$ cat config.mk
export PLATFORM = sky130hd
export DESIGN_NAME = mse_ctrl
export DESIGN_NICKNAME = d
export VERILOG_FILES = /design/src/sv/merge_sort_engine_defines.svh /design/src/sv/mse_pkg.sv /design/src/sv/mse_ctrl.sv
export SDC_FILE = /design/constraint.sdc
export NUM_CORES = 1
export LEC_CHECK = 0
export BUFFER_PORTS_ARGS = -buffer_cell sky130_fd_sc_hd__buf_2
export CAP_MARGIN = 15
export CORE_AREA = 2 2 39 41
export DETAILED_ROUTE_END_ITERATION = 6
export DIE_AREA = 0 0 41 43
export SLEW_MARGIN = 25
export SYNTH_ARGS = -nofsm -noshare
export SYNTH_HDL_FRONTEND = slang
export SYNTH_SLANG_ARGS = --single-unit
$ cat constraint.sdc
create_clock -name clk -period 2.2 [get_ports clk]
set_input_delay 0.33 -clock clk [delete_from_list [all_inputs] [get_ports clk]]
set_output_delay 0.33 -clock clk [all_outputs]
set_load 0.01 [all_outputs]
$ cat src/sv/merge_sort_engine_defines.svh
// Assertion macros for the merge sort engine.
// Depends on nothing; taken in by the top level with `include.
`ifndef MERGE_SORT_ENGINE_DEFINES_SVH
`define MERGE_SORT_ENGINE_DEFINES_SVH

`ifndef NO_ASSERTIONS

// same-cycle implication, checked at every rising edge out of reset
`define MSE_ASSERT_IMPL(lbl, clk_s, rst_n_s, ante, cons) \
	lbl: assert property (@(posedge clk_s) disable iff (!rst_n_s) (ante) |-> (cons)) \
		else $error("merge sort engine: same-cycle check failed");

// next-cycle implication
`define MSE_ASSERT_NEXT(lbl, clk_s, rst_n_s, ante, cons) \
	lbl: assert property (@(posedge clk_s) disable iff (!rst_n_s) (ante) |=> (cons)) \
		else $error("merge sort engine: next-cycle check failed");

`else

`define MSE_ASSERT_IMPL(lbl, clk_s, rst_n_s, ante, cons)
`define MSE_ASSERT_NEXT(lbl, clk_s, rst_n_s, ante, cons)

`endif

`endif

$ cat src/sv/mse_pkg.sv
// Shared constants, command/status types and element helpers for the merge sort engine.
// No dependencies; imported by the controller, the datapath and the top level.
package mse_pkg;

	localparam int MAX_ELEMENTS = 64;
	localparam int DATA_WIDTH   = 32;
	localparam int TDATA_W      = 32;
	localparam int CNT_W        = $clog2(MAX_ELEMENTS + 1);
	localparam int ADDR_W       = $clog2(MAX_ELEMENTS);
	localparam int SUM_W        = CNT_W + 2;

	typedef logic [DATA_WIDTH-1:0] elem_t;
	typedef logic [CNT_W-1:0]      cnt_t;

	// controller -> datapath commands
	typedef struct packed {
		logic load;       // input transaction accepted
		logic sort_init;  // start sort: run 1, bank 0, lo 0, p 0
		logic seg_init;   // set up bounds of next run pair
		logic merge_wr;   // write one merged element
		logic pass_next;  // double run, flip banks
		logic emit_load;  // load output register with next sorted element
	} cmd_t;

	// datapath -> controller status
	typedef struct packed {
		logic n_le1;      // set holds at most one element
		logic seg_end;    // this write finishes the run pair
		logic pass_end;   // run pair reaches end of set
		logic sort_end;   // doubled run covers the set
		logic emit_last;  // element being emitted is the final one
		logic out_free;   // output register can take a result
	} status_t;

	// low DATA_WIDTH bits of the input word, zero-extended when wider
	function automatic elem_t to_elem(input logic [TDATA_W-1:0] v);
		logic [63:0] w;
		w = 64'(v);
		return w[DATA_WIDTH-1:0];
	endfunction

	// element bits placed in the output word, zero-extended when narrower
	function automatic logic [TDATA_W-1:0] to_out(input elem_t e);
		logic [63:0] w;
		w = 64'(e);
		return w[TDATA_W-1:0];
	endfunction

endpackage

$ cat src/sv/mse_ctrl.sv
// Controller state machine of the merge sort engine: load, merge passes, emit.
// Depends on mse_pkg; drives the datapath through cmd_t and reads status_t.
module mse_ctrl (
	input  logic                clk,
	input  logic                arst_n,
	input  logic                s_tvalid,
	input  logic                s_tlast,
	output logic                s_tready,
	input  mse_pkg::status_t    st,
	output mse_pkg::cmd_t       cmd
);
	import mse_pkg::*;

	typedef enum logic [2:0] {
		S_LOAD, S_SORT_INIT, S_SEG, S_MRD, S_MWR, S_PASS, S_EMIT_RD, S_EMIT_OUT
	} state_t;

	state_t state_q;
	logic   accept;

	assign s_tready = (state_q == S_LOAD);
	assign accept   = s_tvalid && s_tready;

	// commands decoded from the current state
	always_comb begin
		cmd           = '0;
		cmd.load      = accept;
		cmd.sort_init = (state_q == S_SORT_INIT);
		cmd.seg_init  = (state_q == S_SEG);
		cmd.merge_wr  = (state_q == S_MWR);
		cmd.pass_next = (state_q == S_PASS);
		cmd.emit_load = (state_q == S_EMIT_OUT) && st.out_free;
	end

	// state register
	always_ff @(posedge clk or negedge arst_n) begin
		if (!arst_n) begin
			state_q <= S_LOAD;
		end else begin
			unique case (state_q)
				S_LOAD: begin
					if (accept && s_tlast)
						state_q <= S_SORT_INIT;
				end
				S_SORT_INIT: begin
					state_q <= st.n_le1 ? S_EMIT_RD : S_SEG;
				end
				S_SEG:  state_q <= S_MRD;
				S_MRD:  state_q <= S_MWR;
				S_MWR: begin
					if (!st.seg_end)
						state_q <= S_MRD;
					else if (st.pass_end)
						state_q <= S_PASS;
					else
						state_q <= S_SEG;
				end
				S_PASS: begin
					state_q <= st.sort_end ? S_EMIT_RD : S_SEG;
				end
				S_EMIT_RD: state_q <= S_EMIT_OUT;
				S_EMIT_OUT: begin
					if (st.out_free)
						state_q <= st.emit_last ? S_LOAD : S_EMIT_RD;
				end
				default: state_q <= S_LOAD;
			endcase
		end
	end

endmodule

==> metrics.md <==
| Metric | Value |
|---|---|
| Mean Syn Cell Area | 8.93 µm² |
| H-tree depth | 1 |
| Setup tns final | 0 ps |
| RSZ-0062 raised after global routing | no |
| Final hold vios | 0 |
| Placer Congestion | approximately 0.66 |
| Largest net degree at the start of global routing | 15 |
| GR Util All Layers | 7.06% |
| Synth warn | 0 |
| Post-Place Cells | a little under 60 |
| Crit path DAT | between 1000 and 1500 ps |
| Cells after Synth | 30 |
| Critical Path Fanout Max | 14 |
| Antenna-violating nets left | 0 |
| TritonRoute pass-1 iters | 3 |
| Hold/Removal Path Class | in2reg |
| Synth unique cells | 22 |
| I/O pins | 17 |
| Final setup violation count | 0 |
| DP HPWL | about 440 µm |
| DRT iter0 DRCs | 4 |
| Via density | between 4 and 5 |
| Via count | between 200 and 300 |
| CTS tree | built |
| Final core utilization | 26.7% |
| CORE AREA | about 1400 µm² |
| Critical Path Sink Type | output port |
| Die Height | roughly 43 µm |
| Number of global-route vias before repair | roughly 220 |
| Setup Skew | about 2.8 ps |
| Die X-Extent | around 41 µm |
| Number of flip-flops in the largest register | 3 |
| # port buffers | 16 |
| Nets | 58 |
| Sequential fraction of the synthesis area | approximately 28% |
| Antenna cells | 0 |
| P_leak | 0.180 nW |
| CTS Root Cell | clkbuf_4 |
| Biggest regs | state_q x3 |
| Fin crit period | about 1600 ps |
| Final Max Tran Viols | 0 |
| IR drop worst, VDD | 0.258 mV |
| Share of cells above drive strength 1 | between 40% and 50% |
| Non-Filler Instances | 63 |
| Reg clk slew, reported paths | 30 ps |
| Worst endpoint required time | 1870 ps |
| GRT overflow | 0 |
| Final WS setup | approximately 600 ps |
| Crit Path Class | reg2out |
| Area Growth Syn to Fin | 37.9% |
| Status | complete, no violations |
| Pwr dens | between 1000 and 1500 nW/µm² |
| Num CTS Buffers | 3 |
| Startpoint types | flop |
| CTS Sinks | 3 |
| Post-CTS Resized | 0 |
| Synth Net Count | 40 |
| Initial antenna violation count | 0 |
| Largest Register | state_q |
| Number of remaining DRC errors | 0 |
| Post-Syn Area | between 200 and 300 µm² |
| Worst-Skew Late Latency | about 230 ps |
| Global-route wire length before repair | 821 µm |
| Setup Slack @ Placement | about 840 ps |
| Initial Util | between 10% and 20% |
| Max-cap violations | 0 |
| Routed WL per cell | 9.14 µm |
| CTS Hold Bufs | 1 |
| Setup Buffers After CTS | 0 |
| Die area | approximately 1800 µm² |
| Clk buf depth | 2 |
| Flops & latches, synth | 3 |
| Max frequency | around 630 MHz |
| Slew HR | approximately 73% |
| Fin crit share | 72.0% |
| Detailed Route WL | around 580 µm |
| Least-Margin Pin Slew | roughly 400 ps |
| Row cnt | 14 |
## cells by family (layout without fill, tap and decap cells)
group,after synthesis,after routing,synth area share (%)
buffers and inverters,4,21,13.1
and+or+nand+nor,15,15,35.5
AOI/OAI and AO/OA,8,8,23.4
DFF,3,3,28.0
## final cells by class
| type | count | area (µm²) |
|---|---|---|
| Fill cell | 162 | 1010 |
| Multi-Input combinational cell | 23 | 158 |
| Timing Repair Buffer | 17 | 90.1 |
| Sequential cell | 3 | 75.1 |
| Clock buffer | 4 | 26.3 |
| Tap cell | 16 | 20.0 |
## placed cells by master, fill, tap and decap left out
cell type,count
a211oi_1,1
a22o_1,1
clkbuf_4,3
o22ai_1,1
and2_1,1
nor3b_1,2
and3b_1,1
a31oi_1,1
clkbuf_1,1
nand2_1,4
a221oi_2,1
nor3b_2,1
nor2_1,1
nand3b_1,1
o2bb2ai_1,1
buf_2,16
a21oi_1,2
nand2b_1,1
nor2b_1,1
and4_1,1
dfrtp_1,3
dlygate4sd3_1,1
nor3_1,1
## critical path: stages, from the launching register on
cell and delay, ps:
dfrtp_1 500, nor3_1 260, and2_1 150, buf_2 120
## Yosys cell counts, drive strengths merged
| library cell | number | area share (%) |
|---|---|---|
| buf | 4 | 13 |
| nand2 | 4 | 5.6 |
| and4 | 1 | 3.3 |
| nor3b | 3 | 10 |
| nor3 | 1 | 1.9 |
| a221oi | 1 | 5.6 |
| nand3b | 1 | 2.8 |
| o2bb2ai | 1 | 3.3 |
| a21oi | 2 | 3.7 |
| nand2b | 1 | 2.3 |
| o22ai | 1 | 2.3 |
| a22o | 1 | 3.3 |
| a31oi | 1 | 2.3 |
| and2 | 1 | 2.3 |
| and3b | 1 | 3.3 |
| nor2 | 1 | 1.4 |
| a211oi | 1 | 2.8 |
| nor2b | 1 | 2.3 |
| dfrtp | 3 | 28 |
## path summary, 6_finish.rpt
path                            start          to  slack (ps)  cells past startpoint
setup / recovery           state_q[1]      cmd[5]         620                      3
hold / removal                s_tlast  state_q[0]         400                      3
setup reg to reg           state_q[2]  state_q[0]        1000                      3
hold reg to reg            state_q[0]  state_q[0]         670                      1
max in group asynchronous      arst_n  state_q[1]        1670                      2
min in group asynchronous      arst_n  state_q[2]         420                      2
## metrics by stage
stage / total power, mW / instance area [µm²] / hold slack (ps)
floorplan: 0.321 / 268 / 34.4
global placement: 0.340 / 333 / 128
detailed placement: 0.344 / 333 / 127
CTS: 0.444 / 369 / 396
global route: 0.477 / 369 / 402
finish: 0.434 / 369 / 398
## power breakdown
group          total [mW]  switching [mW]  internal [mW]
Combinational       0.172          0.0715          0.100
Clock              0.0931          0.0253         0.0677
Sequential          0.170          0.0868         0.0828
Total               0.434           0.184          0.251
## per-layer routing
layer / wire length [µm] / up-vias / part of all wire (%) / track usage, %
met3: 53 / 0 / 9.2 / 1.57
met1: 261 / 111 / 45 / 9.12
met2: 261 / 11 / 45 / 9.38
met4: 0 / 0 / 0 / 6.00
li1: - / 145 / - / -
met5: 0 / - / 0 / 0
Power figures use the tool's default switching activity.
